==> src/rtl/odo_pkg.sv <==
`timescale 1ns / 1ps
// ----------------------------------------------------------------------------
// odo_pkg
// shared constants, types and the cordic arctangent table for the odometry
// ----------------------------------------------------------------------------
package odo_pkg;

   localparam int CordicSteps = 24;
   localparam int CordicRuns  = (CordicSteps > 32) ? 32 : CordicSteps;

   localparam int CsrIndexWidth = 2;
   localparam logic [CsrIndexWidth-1:0] CSR_TRAVEL = 2'd0;
   localparam logic [CsrIndexWidth-1:0] CSR_AXLE   = 2'd1;

   localparam logic [23:0] TravelReset = 24'd101024;
   localparam logic [23:0] AxleReset   = 24'd104858;
   localparam logic [25:0] GainInvQ22  = 26'd2547003;
   localparam logic [29:0] TurnPerRad  = 30'd683565276;

   localparam int MulAWidth = 33;
   localparam int MulBWidth = 31;
   localparam int ProdWidth = 64;
   localparam int TrigWidth = 27;

   typedef struct packed {
      logic                        done;
      logic signed [TrigWidth-1:0] cos_val;
      logic signed [TrigWidth-1:0] sin_val;
   } cordic_res_type;

   function automatic logic [29:0] atan_angle(input logic [4:0] idx);
      logic [29:0] v;
      case (idx)
         5'd0:  v = 30'd536870912;
         5'd1:  v = 30'd316933406;
         5'd2:  v = 30'd167458907;
         5'd3:  v = 30'd85004756;
         5'd4:  v = 30'd42667331;
         5'd5:  v = 30'd21354465;
         5'd6:  v = 30'd10679838;
         5'd7:  v = 30'd5340245;
         5'd8:  v = 30'd2670163;
         5'd9:  v = 30'd1335087;
         5'd10: v = 30'd667544;
         5'd11: v = 30'd333772;
         5'd12: v = 30'd166886;
         5'd13: v = 30'd83443;
         5'd14: v = 30'd41722;
         5'd15: v = 30'd20861;
         5'd16: v = 30'd10430;
         5'd17: v = 30'd5215;
         5'd18: v = 30'd2608;
         5'd19: v = 30'd1304;
         5'd20: v = 30'd652;
         5'd21: v = 30'd326;
         5'd22: v = 30'd163;
         5'd23: v = 30'd81;
         5'd24: v = 30'd41;
         5'd25: v = 30'd20;
         5'd26: v = 30'd10;
         5'd27: v = 30'd5;
         5'd28: v = 30'd3;
         5'd29: v = 30'd1;
         5'd30: v = 30'd1;
         default: v = 30'd0;
      endcase
      return v;
   endfunction

endpackage

==> src/rtl/odo_mul.sv <==
`timescale 1ns / 1ps
// ----------------------------------------------------------------------------
// odo_mul
// shared signed multiplier with registered product
// ----------------------------------------------------------------------------
module odo_mul (
   input  logic                                  clock,
   input  logic signed [odo_pkg::MulAWidth-1:0]  mul_a,
   input  logic signed [odo_pkg::MulBWidth-1:0]  mul_b,
   output logic signed [odo_pkg::ProdWidth-1:0]  prod
);
   import odo_pkg::*;

   logic signed [ProdWidth-1:0] prod_ff;
   logic signed [ProdWidth-1:0] prod_in;

   assign prod_in = ProdWidth'(mul_a) * ProdWidth'(mul_b);
   assign prod    = prod_ff;

   always_ff @(posedge clock) begin
      prod_ff <= prod_in;
   end

endmodule

==> config.mk <==
export PLATFORM = sky130hd
export DESIGN_NAME = odo_mul
export DESIGN_NICKNAME = d
export VERILOG_FILES = /design/src/rtl/odo_pkg.sv /design/src/rtl/odo_mul.sv
export SDC_FILE = /design/constraint.sdc
export NUM_CORES = 2
export LEC_CHECK = 0
export ABC_AREA = 1
export BUFFER_PORTS_ARGS = -buffer_cell sky130_fd_sc_hd__buf_4
export CAP_MARGIN = 40
export CORE_ASPECT_RATIO = 0.75
export CORE_MARGIN = 5
export CORE_UTILIZATION = 44
export CTS_CLUSTER_DIAMETER = 80
export CTS_CLUSTER_SIZE = 20
export DETAILED_ROUTE_END_ITERATION = 16
export GPL_TIMING_DRIVEN = 0
export PLACE_DENSITY_LB_ADDON = 0.05
export SLEW_MARGIN = 10
export SYNTH_ARGS = -nofsm -noshare
export SYNTH_HDL_FRONTEND = slang
export SYNTH_SLANG_ARGS = --single-unit
==> constraint.sdc <==
create_clock -name clock -period 20.8 [get_ports clock]
set_clock_uncertainty 0.1 [all_clocks]
set_input_delay 2.08 -clock clock [delete_from_list [all_inputs] [get_ports clock]]
set_output_delay 2.08 -clock clock [all_outputs]
set_load 0.05 [all_outputs]
# --- After elaboration in Yosys (flattened, before gate mapping) ---
# Index checks and enable logic that the tools add are counted.
word_totals:
  regBits: 64
  input_bits: 65
  output_inout_bits: 64
  word_cells: 2
classes:
  n_mul: 1
ops:
  columns: ["operator", "count"]
  rows:
  - ["multiplier 33 x 31 -> 64 bit", 1]

# --- Longest topological paths before layout ---
depth:
  ltp_word: 1
  depth_mapped: 33
  mapped_depth_nobuf: 31

# --- Worst setup path after synthesis ---
# Ideal clock, no wire load.
synth_path:
  path_kind: "input-to-reg"
  from: "in mul_a[32] in the netlist's numbering"
  to: "reg prod_ff[54], in the netlist prod[54]"
  setup_time_ps: 113
  arrival_time_ps: 8580
  required_ps: 20587
  setup_slack_ps: 12007
  path_stages: 27
  path_cell_list: "clkbuf_1 nand2_1 inv_1 fa_1 inv_1 fa_1 inv_1 fa_1 fa_1 inv_1 fa_1 inv_1 fa_1 inv_1 fa_1 fa_1 inv_1 ha_1 nand2_1 nor2_1 inv_1 nor2_4 nand2_1 nor3_1 nand2_1 nand4_1 nand2_1"
synth_via:
  elab_chain_cells: 1
synth_rtl:
  columns: ["element", "line_no", "rtl"]
  rows:
  - ["start: declaration", "odo_mul.sv:8", "input logic signed [odo_pkg::MulAWidth-1:0] mul_a,"]
  - ["multiplier 33 x 31 -> 64 bit", "odo_mul.sv:17", "assign prod_in = ProdWidth'(mul_a) * ProdWidth'(mul_b);"]
  - ["via prod_in[54]", "odo_mul.sv:15", "logic signed [ProdWidth-1:0] prod_in;"]
  - ["end signal: assignment", "odo_mul.sv:21", "prod_ff <= prod_in;"]
  - ["end: declaration", "odo_mul.sv:14", "logic signed [ProdWidth-1:0] prod_ff;"]
# The timed path passes the listed nets, and every way through them passes these cells.

# --- Final worst setup path ---
layout_path:
  from: "in mul_a[32] in the netlist's numbering"
  to: "reg prod_ff[61], in the netlist prod[61]"
# The elaborated chain is that of the path after synthesis.

==> flow_metrics.tcl <==
set metrics [dict create \
    status "completed" \
    area_growth_pct 10.1 \
    clockBufferDepth 2 \
    synth_top_area_frac 0.531 \
    fmax_ghz 0.0909 \
    cts_resized 0 \
    hold_viol_final 0 \
    drv_slew 0 \
    ioPinCount 129 \
    endpoint_kind "flip-flop" \
    post-route-min-period_ns 11.00 \
    io_buffers 98 \
    grt_overflow 0 \
    avgViaCountPerCell 4.91 \
    synthTopCellsByArea "fa_1 (53%), inv_1 (17%), nand2_1 (14%), ha_1 (5.7%), dfxtp_1 (3.2%)" \
    max_stage_delay_ns 0.97 \
    slowest_stage "fa_1" \
    crit_buf_inv 10 \
    n_antenna_cell 0 \
    vias 32800 \
    post_cts_buffers 0 \
    ctsHoldBuffers 0 \
    ys_warn_count 0 \
    grt_pass1_wl_mm 234 \
    start_kind "input pin" \
    synth_common_cells "inv_1 (1784), nand2_1 (1483), fa_1 (1076), clkbuf_1 (198), ha_1 (186)" \
    start_util 0.443 \
    seq_area_frac_synth 0.0316 \
    fill_cells 9395 \
    slew_headroom 0.359 \
    tightest_slew_ns 0.962 \
    grt_start_max_net_pins 17 \
    first_pass_iters 6 \
    cts.sinks 64 \
    ant_nets 0 \
    syn-instance-count 5220 \
    finalSetupViolations 0 \
    wirelength_mm 159 \
    drive_above_1_share 0.0563 \
    cp_top_family "adder cells" \
    synth_edf_count 0 \
    numCtsBuffers 9 \
    drt_iter0_drc 3182 \
    grt_pass1_vias 35100 \
    cap_violations 0 \
    yosys_most_used_dff "dfxtp_1" \
    ys_ff_latch 64 \
    grt_use_total 0.330 \
    finalCritPeriodShare 0.529 \
    clkTransAtPathRegs_ns 0.06 \
    cts_tree "built" \
    hpwl_mm 142 \
    finalSetupTns_ns 0 \
    worstSetupPathType "input pin to flip-flop" \
    synth_most_common_cell "inv_1" \
    fp.dieW_um 360 \
    antenna_found_initial 6 \
    wl_per_cell_um 23.8 \
    place_congestion 0.972 \
    dieHeight_um 273 \
    core-area_um2 91400 \
    netlist-cell-type-count 30 \
    synth_area_um2 40500 \
    row_count 96 \
    syn_nets 6547 \
    cp.required_ns 20.93 \
    largest_reg_flops 64 \
    num-nets-final 6773 \
    cp.arrival_ns 11.13 \
    drcViolationCount 0 \
    h-tree-depth 3 \
    synth_top_area_cell "fa_1" \
    rsz0062_at_grt "no" \
    hold_path.class "input pin to flip-flop" \
    syn_avg_cell_area_um2 7.77 \
    ctsRootBufferMaster "clkbuf_16" \
    crit_path_max_fanout 11 \
    synthArstFlopShare 0 \
    die_area_um2 98400 \
]
[cells in the final DEF, fill, tap and decap left out, types with 2 or more instances in the layout]
master,n
nand3b_1,5
clkbuf_16,9
clkinvlp_4,2
inv_1,1784
nand4_1,14
o21ai_0,19
a21o_1,3
ha_1,186
o21bai_1,11
nand2_2,17
and2_1,2
dfxtp_1,64
nor2_4,4
nand3_1,67
buf_4,98
a21oi_1,55
or2_2,6
inv_2,4
fa_1,1076
nor2_2,28
nand3_2,13
xnor2_1,4
buf_1,24
clkbuf_1,198
nor2_1,100
buf_6,62
nand2_1,1483
nor3_2,4
xor2_1,36
buf_8,54
nor3_1,9
[cells by family after synthesis]
family / after synthesis / synth area share
XOR/XNOR: 40 / 0.00864
buffers and inverters: 2010 / 0.186
AND/OR/NAND/NOR: 1754 / 0.173
AO/OA/AOI/OAI: 90 / 0.0120
flip-flops: 64 / 0.0316
adder cells (fa/ha/maj): 1262 / 0.589
[per-layer routing]
metal  routed length [um]  global-route usage
met2                66900               0.496
met5                    0                   0
met4                 7220               0.116
met3                17100              0.0887
met1                67400               0.464
[worst paths after layout]
path,startpoint,cells past startpoint,endpoint
worst max-delay path,mul_a[32],28,prod[61]$_DFF_P_
worst min-delay path,mul_b[0],5,prod[0]$_DFF_P_
[metrics by stage]
step / util / hold slack (ns) / std cells / setup WS (ns) / instance area [um2]
floorplan: - / 2.31 / 5220 / 12.01 / 40500
global placement: 0.468 / 2.43 / 6543 / 9.58 / 42800
detailed placement: 0.485 / 2.43 / 6658 / 9.60 / 44300
CTS: 0.488 / 2.32 / 6674 / 9.94 / 44600
global route: 0.488 / 2.34 / 6676 / 9.51 / 44700
finish: 0.488 / 2.32 / 6676 / 9.80 / 44700
[cell type report]
class	instances	area, um2	share of cell area
Inverter	1788	6710	0.150
Multi-Input combinational cell	3146	31700	0.710
Sequential cell	64	1280	0.0287
Timing Repair Buffer	215	2270	0.0509
Buffer	222	833	0.0187
Tap cell	1225	1530	0.0343
Clock buffer	10	239	0.00535
Clock inverter	6	67.6	0.00151
Power is left out: the tool's default activity adds up to more than one toggle a clock period on the data nets, which glitch-free logic cannot reach.
