### src/rtl/odo_pkg.sv
`timescale 1ns / 1ps
// ----------------------------------------------------------------------------
// odo_pkg
// shared constants, types and the cordic arctangent table for the odometry
// ----------------------------------------------------------------------------
package odo_pkg;

   localparam int CordicSteps = 24;
   localparam int CordicRuns  = (CordicSteps > 32) ? 32 : CordicSteps;

   localparam int CsrIndexWidth = 2;
   localparam logic [CsrIndexWidth-1:0] CSR_TRAVEL = 2'd0;
   localparam logic [CsrIndexWidth-1:0] CSR_AXLE   = 2'd1;

   localparam logic [23:0] TravelReset = 24'd101024;
   localparam logic [23:0] AxleReset   = 24'd104858;
   localparam logic [25:0] GainInvQ22  = 26'd2547003;
   localparam logic [29:0] TurnPerRad  = 30'd683565276;

   localparam int MulAWidth = 33;
   localparam int MulBWidth = 31;
   localparam int ProdWidth = 64;
   localparam int TrigWidth = 27;

   typedef struct packed {
      logic                        done;
      logic signed [TrigWidth-1:0] cos_val;
      logic signed [TrigWidth-1:0] sin_val;
   } cordic_res_type;

   function automatic logic [29:0] atan_angle(input logic [4:0] idx);
      logic [29:0] v;
      case (idx)
         5'd0:  v = 30'd536870912;
         5'd1:  v = 30'd316933406;
         5'd2:  v = 30'd167458907;
         5'd3:  v = 30'd85004756;
         5'd4:  v = 30'd42667331;
         5'd5:  v = 30'd21354465;
         5'd6:  v = 30'd10679838;
         5'd7:  v = 30'd5340245;
         5'd8:  v = 30'd2670163;
         5'd9:  v = 30'd1335087;
         5'd10: v = 30'd667544;
         5'd11: v = 30'd333772;
         5'd12: v = 30'd166886;
         5'd13: v = 30'd83443;
         5'd14: v = 30'd41722;
         5'd15: v = 30'd20861;
         5'd16: v = 30'd10430;
         5'd17: v = 30'd5215;
         5'd18: v = 30'd2608;
         5'd19: v = 30'd1304;
         5'd20: v = 30'd652;
         5'd21: v = 30'd326;
         5'd22: v = 30'd163;
         5'd23: v = 30'd81;
         5'd24: v = 30'd41;
         5'd25: v = 30'd20;
         5'd26: v = 30'd10;
         5'd27: v = 30'd5;
         5'd28: v = 30'd3;
         5'd29: v = 30'd1;
         5'd30: v = 30'd1;
         default: v = 30'd0;
      endcase
      return v;
   endfunction

endpackage

### src/rtl/odo_cordic.sv
`timescale 1ns / 1ps
// ----------------------------------------------------------------------------
// odo_cordic
// iterative rotation-mode cordic, one micro-rotation per cycle
// ----------------------------------------------------------------------------
module odo_cordic (
   input  logic                    clock,
   input  logic                    reset,
   input  logic                    start,
   input  logic [31:0]             angle,
   output odo_pkg::cordic_res_type res
);
   import odo_pkg::*;

   logic signed [25:0] x_ff, x_in;
   logic signed [25:0] y_ff, y_in;
   logic signed [33:0] z_ff, z_in;
   logic [5:0]         cnt_ff, cnt_in;
   logic               busy_ff, busy_in;
   logic               done_ff, done_in;
   logic               flip_ff, flip_in;

   logic        flip_now;
   logic [31:0] ang_adj;
   logic [4:0]  idx;
   logic signed [25:0] ddx, ddy;
   logic signed [33:0] step_ang;

   assign flip_now = (angle[31:30] == 2'd1) || (angle[31:30] == 2'd2);
   assign ang_adj  = flip_now ? (angle + 32'h8000_0000) : angle;
   assign idx      = cnt_ff[4:0];
   assign ddx      = y_ff >>> idx;
   assign ddy      = x_ff >>> idx;
   assign step_ang = $signed({4'd0, atan_angle(idx)});

   always_comb begin
      x_in    = x_ff;
      y_in    = y_ff;
      z_in    = z_ff;
      cnt_in  = cnt_ff;
      busy_in = busy_ff;
      done_in = done_ff;
      flip_in = flip_ff;
      if (start) begin
         x_in    = $signed(GainInvQ22);
         y_in    = '0;
         z_in    = 34'($signed(ang_adj));
         cnt_in  = '0;
         busy_in = 1'b1;
         done_in = 1'b0;
         flip_in = flip_now;
      end else if (busy_ff) begin
         if (!z_ff[33]) begin
            x_in = x_ff - ddx;
            y_in = y_ff + ddy;
            z_in = z_ff - step_ang;
         end else begin
            x_in = x_ff + ddx;
            y_in = y_ff - ddy;
            z_in = z_ff + step_ang;
         end
         cnt_in = cnt_ff + 6'd1;
         if (cnt_ff == 6'(CordicRuns - 1)) begin
            busy_in = 1'b0;
            done_in = 1'b1;
         end
      end
   end

   always_ff @(posedge clock) begin
      if (reset) begin
         busy_ff <= 1'b0;
         done_ff <= 1'b0;
         cnt_ff  <= '0;
      end else begin
         busy_ff <= busy_in;
         done_ff <= done_in;
         cnt_ff  <= cnt_in;
      end
      x_ff    <= x_in;
      y_ff    <= y_in;
      z_ff    <= z_in;
      flip_ff <= flip_in;
   end

   assign res.done    = done_ff;
   assign res.cos_val = flip_ff ? -TrigWidth'(x_ff) : TrigWidth'(x_ff);
   assign res.sin_val = flip_ff ? -TrigWidth'(y_ff) : TrigWidth'(y_ff);

endmodule

### config.mk
export PLATFORM = sky130hd
export DESIGN_NAME = odo_cordic
export DESIGN_NICKNAME = d
export VERILOG_FILES = /design/src/rtl/odo_pkg.sv /design/src/rtl/odo_cordic.sv
export SDC_FILE = /design/constraint.sdc
export NUM_CORES = 1
export LEC_CHECK = 0
export BUFFER_PORTS_ARGS = -buffer_cell sky130_fd_sc_hd__buf_2
export CAP_MARGIN = 20
export CORE_UTILIZATION = 26
export DETAILED_ROUTE_END_ITERATION = 10
export GPL_TIMING_DRIVEN = 0
export PLACE_DENSITY = 0.39
export SLEW_MARGIN = 15
export SYNTH_ARGS = -nofsm -noshare
export SYNTH_HDL_FRONTEND = slang
export SYNTH_SLANG_ARGS = --single-unit
### constraint.sdc
create_clock -name clock -period 7 [get_ports clock]
set_input_delay 2.1 -clock clock [delete_from_list [all_inputs] [get_ports clock]]
set_output_delay 2.1 -clock clock [all_outputs]
set_load 0.01 [all_outputs]
Word-level counts from Yosys, hierarchy flattened:

Memories as Yosys holds them, arrays and structs flattened. A register that Yosys moved wholly into a read port is not among the register bits.
Cells that the tools add are included.

* add/sub/neg operators: 10
* multipliers: 0
* divide/modulo/power cells: 0
* $lt $le $gt $ge: 0
* eq/ne operators: 3
* shift-type cells: 2
* mux-type cells: 13
* bitwise operators: 0
* reduce and logical (&&, ||, !) cells: 4

Operator list (number)
* two-way mux 34 bit: 3
* two-way mux 27 bit: 2
* negation 26 -> 27 bit: 2
* adder 26 bit: 2
* two-way mux 26 bit: 2
* >>> shifter 26 x 5 -> 26 bit: 2
* subtractor 26 bit: 2
* adder 34 x 31 -> 34 bit: 1
* subtractor 34 x 31 -> 34 bit: 1
* adder 32 bit (second input constant): 1
* two-way mux 32 bit: 1
* two-way mux 5 bit: 2
* adder 6 x 1 -> 6 bit (second input constant): 1
* equality test 6 x 5 -> 1 bit (second input constant): 1
* two-way mux 1 bit: 3
* equality test 2 x 1 -> 1 bit (second input constant): 1
* equality test 2 bit (second input constant): 1
* AND reduction 2 bit: 1
* nonzero test 2 bit: 1
* OR reduction 2 bit: 1
* logical OR 1 bit: 1

* bits in registers: 95
* latch bits: 0
* RAM bits: 0
* memory bits (read-only): 960
* bits of input ports: 35
* output and inout bits: 55
* logic and storage cells: 40
* memories kept: 1

Memory list
* (name not given): depth 32, width 30, read ports 1, clocked after Yosys merged registers in 1, write ports 0, RTL line odo_pkg.sv:33 `case (idx)`

Logic depth before layout (Yosys ltp):

* word-level depth: 4
* mapped depth: 26
* gate-level depth less buffers: 21

Worst setup path after synthesis:

Ideal clock, no wire load.

* kind: reg-to-reg
* from: register cnt_ff[0]
* to: register x_ff[24]
* arrival time: 5413 ps
* required time: 6843 ps
* setup slack: 1430 ps
* cell stages (with the launch flop): 26
* path buffers: 5
* clock period less this slack: 5570 ps
* path through: dfxtp_1 -> buf_2 -> buf_6 -> buf_2 -> buf_2 -> mux4_2 -> nand2_1 -> o211ai_1 -> o211ai_1 -> o21ai_0 -> or4_1 -> buf_2 -> nor2_1 -> nor2_1 -> xor2_1 -> ha_1 -> a211o_1 -> a211oi_1 -> nand2_1 -> a311oi_1 -> o31ai_1 -> a2111o_1 -> a31oi_1 -> o21ai_0 -> xnor2_1 -> o22ai_1

* word-level cells in the longest chain between the ends: 3
* elaborated cells on any way between the ends: 4

RTL lines
* from (decl): RTL line odo_cordic.sv:18 `logic [5:0] cnt_ff, cnt_in;`
* from (signal assigned): RTL line odo_cordic.sv:78 `cnt_ff <= cnt_in;`
* >>> shifter 26 x 5 -> 26 bit (*): RTL line odo_cordic.sv:32 `assign ddx = y_ff >>> idx;`
* subtractor 26 bit / adder 26 bit (equally long branches): RTL line odo_cordic.sv:54, odo_cordic.sv:58
* two-way mux 26 bit (*): RTL line odo_cordic.sv:53 `if (!z_ff[33]) begin`
* to (signal assigned): RTL line odo_cordic.sv:80 `x_ff <= x_in;`
* to (decl): RTL line odo_cordic.sv:15 `logic signed [25:0] x_ff, x_in;`

Every way passes the cells marked *; elsewhere a longest branch is shown, timed or not.
A chain may end at the register's enable or synchronous reset.

Final worst setup path:

* from: register cnt_ff[1]
* to: register x_ff[24]

The elaborated chain is that of the path after synthesis.

==> impl_metrics.py <==
metrics = {
    "setup_path": {
        "reg2reg_depth": 24,
        "rrSetupSlack_ns": 0.32,
        "crit_fanout": 10,
        "cp_data_arrival_time_ns": 7.04,
        "crit_type": "reg -> reg",
        "cp_slowest_cell": "mux4_2",
        "r2r-end": "x_ff[24]",
        "path_buf_inv": 4,
        "critPathRequiredTime_ns": 7.36,
        "r2r-start": "cnt_ff[1]",
        "crit_path_max_incr_delay_ns": 0.55,
        "end_kind": "flop",
        "critPathLaunchType": "flop",
        "crit_path_frequent_cell": "buf_4",
        "cpLargestDelayFamily": "compound AO/OA/AOI/OAI gates",
        "path_cells": "buf_4 -> buf_4 -> buf_4 -> mux4_2 -> mux4_2 -> o21a_1 -> a211oi_2 -> nand4_1 -> or4_1 -> buf_2 -> nor2_1 -> nor2_1 -> xor2_1 -> ha_1 -> a211o_1 -> a211oi_1 -> nand2_1 -> a311oi_4 -> o31ai_1 -> a2111o_1 -> a31oi_2 -> o21ai_0 -> xnor2_1 -> o22ai_1",
    },
    "pwr": {
        "power.density_nw_per_um2": 454,
        "ir_worst_vdd_uv": 213,
        "p_switching_mw": 4.04,
        "seq_power_share_pct": 14.8,
        "finalPower_mw": 7.81,
        "p_sw_share_pct": 51.6,
        "power_frac_clock_pct": 12.2,
        "comb_power_share_pct": 73.0,
        "cell_internal_pwr_mw": 3.78,
        "p_leak_nw": 6.87,
    },
    "synthesis": {
        "synth_async_sr_flop_share_pct": 0,
        "synth_area_leaders": "dfxtp_1 (12%), ha_1 (8.1%), xnor2_1 (7.5%)",
        "synth_most_common_cell": "nand2_1",
        "ys_top_cells_by_count": "nand2_1 (194), nor2_1 (183), a21oi_1 (148), o21ai_0 (133), xnor2_1 (129)",
        "seq_area_frac_synth_pct": 19.0,
        "synth_edf_count": 35,
        "syn_area_sq_um": 15000,
        "yosysUniqueCellTypes": 81,
        "synth_top_cell_by_area": "dfxtp_1",
        "syn_avg_cell_area_sq_um": 7.84,
        "netlist_instances": 1919,
        "synth_top_cell_area_share_pct": 12.0,
        "ys_ff_latch": 125,
        "synth_nets": 2054,
        "yosys_warnings": 0,
        "synth_top_flop_cell": "dfxtp_1",
    },
    "floorplanning": {
        "initial_core_util_pct": 26.5,
        "rows": 87,
        "coreArea_sq_um": 56800,
        "die_h_um": 243,
        "die_area_sq_um": 58800,
        "ios": 90,
        "die_x_um": 243,
    },
    "flow_run": {
        "max-cap-violations": 0,
    },
    "sta": {
        "skew_ns": 0.0148,
        "max_slew_margin_pct": 21.0,
        "max_freq_mhz": 150,
        "tightest_slew_ns": 1.19,
        "period_share_pct": 95.4,
        "fin_crit_ns": 6.68,
        "rsz0062_at_grt": "false",
        "slew_viol_final": 0,
        "finalSetupViolCount": 0,
        "hold_slack_ns": 0.517,
        "finalHoldViolations": 0,
        "finalSetupTns_ns": 0,
    },
    "clock_tree": {
        "cts_max_level": 4,
        "cts_buffer_depth": 2,
        "cts_buffers": 17,
        "clk_pin_slew_ns": 0.07,
        "tritoncts": "done",
        "cts_root_buf": "clkbuf_16",
        "clk_latency_ns": 0.49,
        "cts_sinks": 125,
        "cts_hold_buffers": 0,
    },
    "worst_hold_path": {
        "min_from": "cnt_ff[5]",
        "hold_path.class": "reg -> reg",
        "whs_endpoint": "cnt_ff[5]",
        "min_path_cells": 2,
    },
    "route": {
        "drt_iter0_markers": 1559,
        "drt_wl_total_mm": 74.1,
        "postRouteAntennaNets": 0,
        "vias": 15838,
        "wire_per_inst_um": 26.5,
        "vias_per_cell": 5.66,
        "drc": 0,
        "firstDrtPassIters": 5,
    },
    "final_layout": {
        "stdcell_area_sq_um": 17200,
        "layout-drive-gt1-share_pct": 12.5,
        "nNetsFinal": 2164,
        "stdcell_count": 2799,
        "area_growth_pct": 14.5,
        "nFillCells": 6193,
    },
    "global_route": {
        "grt_pass1_wl_mm": 107,
        "grt_max_degree": 20,
        "grt_overflow": 0,
        "grt_pass1_vias": 15141,
        "grt_antenna_before_repair": 1,
        "grtUsageTotal_pct": 25.1,
    },
    "placement": {
        "placedInstanceArea_sq_um": 16500,
        "place_inst": 2768,
        "place_hpwl_mm": 58.6,
        "gp_congestion": 0.963,
        "portBuffers": 89,
    },
    "outcome": {
        "status": "completed",
    },
}
[metrics by stage]
| stage | setup slack [ns] | util [%] |
|---|---|---|
| after CTS | 0.00400 | 30.2 |
| final | 0.321 | 30.3 |
| after detailed placement | -0.685 | 29.0 |
| after global routing | 0.00256 | 30.3 |
| after floorplan | 1.43 | - |
| after global placement | -0.851 | 28.9 |
[worst register-to-register path, cell delays in order, from the launching register on]
cell,delay (ns)
dfxtp_1,0.33
buf_4,0.20
buf_4,0.31
buf_4,0.34
mux4_2,0.40
mux4_2,0.55
o21a_1,0.25
a211oi_2,0.26
nand4_1,0.10
or4_1,0.45
buf_2,0.19
nor2_1,0.10
nor2_1,0.07
xor2_1,0.21
ha_1,0.33
a211o_1,0.32
a211oi_1,0.30
nand2_1,0.16
a311oi_4,0.37
o31ai_1,0.20
a2111o_1,0.47
a31oi_2,0.26
o21ai_0,0.16
xnor2_1,0.15
o22ai_1,0.08
[worst max-delay path by stage]
stage / start / to / slack [ns] / cells past startpoint
after global placement: cnt_ff[0] / x_ff[24] / -0.85 / 24
after floorplan: cnt_ff[0] / x_ff[24] / 1.43 / 25
after detailed placement: cnt_ff[3] / x_ff[24] / -0.69 / 23
after global routing: cnt_ff[1] / x_ff[24] / 0.003 / 24
after CTS: cnt_ff[0] / x_ff[24] / 0.004 / 24
final: cnt_ff[1] / x_ff[24] / 0.32 / 24
[cells by family after synthesis]
family	share of synthesized area (%)
XOR/XNOR	11.5
AND/OR/NAND/NOR	18.1
multiplexers	11.8
flip-flops	19.0
adder cells (fa/ha/maj)	8.47
AO/OA/AOI/OAI	25.7
buffers and inverters	5.45
[final cells by class]
cell class | count | area (sq um) | area share [%]
clock buffer | 18 | 450 | 2.62
antenna | 1 | 2.50 | 0.0145
tap | 756 | 946 | 5.49
multi-input combinational | 1601 | 11500 | 66.6
sequential | 125 | 2850 | 16.6
timing repair buffer | 94 | 518 | 3.01
buffer | 134 | 629 | 3.65
inverter | 56 | 210 | 1.22
clock inverter | 14 | 145 | 0.843
[power groups by stage]
stage               registers [mW]  logic [mW]  clock network, mW
floorplan                     1.07        4.07                  0
detailed placement            1.17        5.56                  0
finish                        1.15        5.70              0.957
global route                  1.18        6.24               1.01
global placement              1.17        5.55                  0
CTS                           1.15        5.62              0.993
[sequential cells by signal (all words and copies together), names as in the netlist]
name,flops
step_ang,30
y_ff,26
done_ff,1
z_ff,34
busy_ff,1
cnt_ff,6
flip_ff,1
x_ff,26
[timing repair]
action / CTS / global route
buffers inserted: 0 / 1
pin swaps: 0 / 1
hold endpoints to repair: 0 / 0
setup endpoints to repair: 5 / 4
resized for setup: 13 / 30
[cells in the final DEF (no fill, tap or decap), drive strengths merged, types with 43 or more instances in the layout]
master,instances
a21o,44
a21oi,148
buf,126
clkbuf,120
dfxtp,90
ha,97
inv,60
mux2i,63
nand2,194
nor2,183
nor3,43
o21ai,133
xnor2,129
xor2,68
[routing by layer]
metal  vias to the layer above  track usage (%)  routed length (um)
met2                       626             40.2               33700
met1                      7767             33.1               33200
met4                         0             10.6                3180
li1                       7318                -                   -
met3                       127             4.01                3990
met5                         -                0                   0
(Power assumes the default switching activity.)
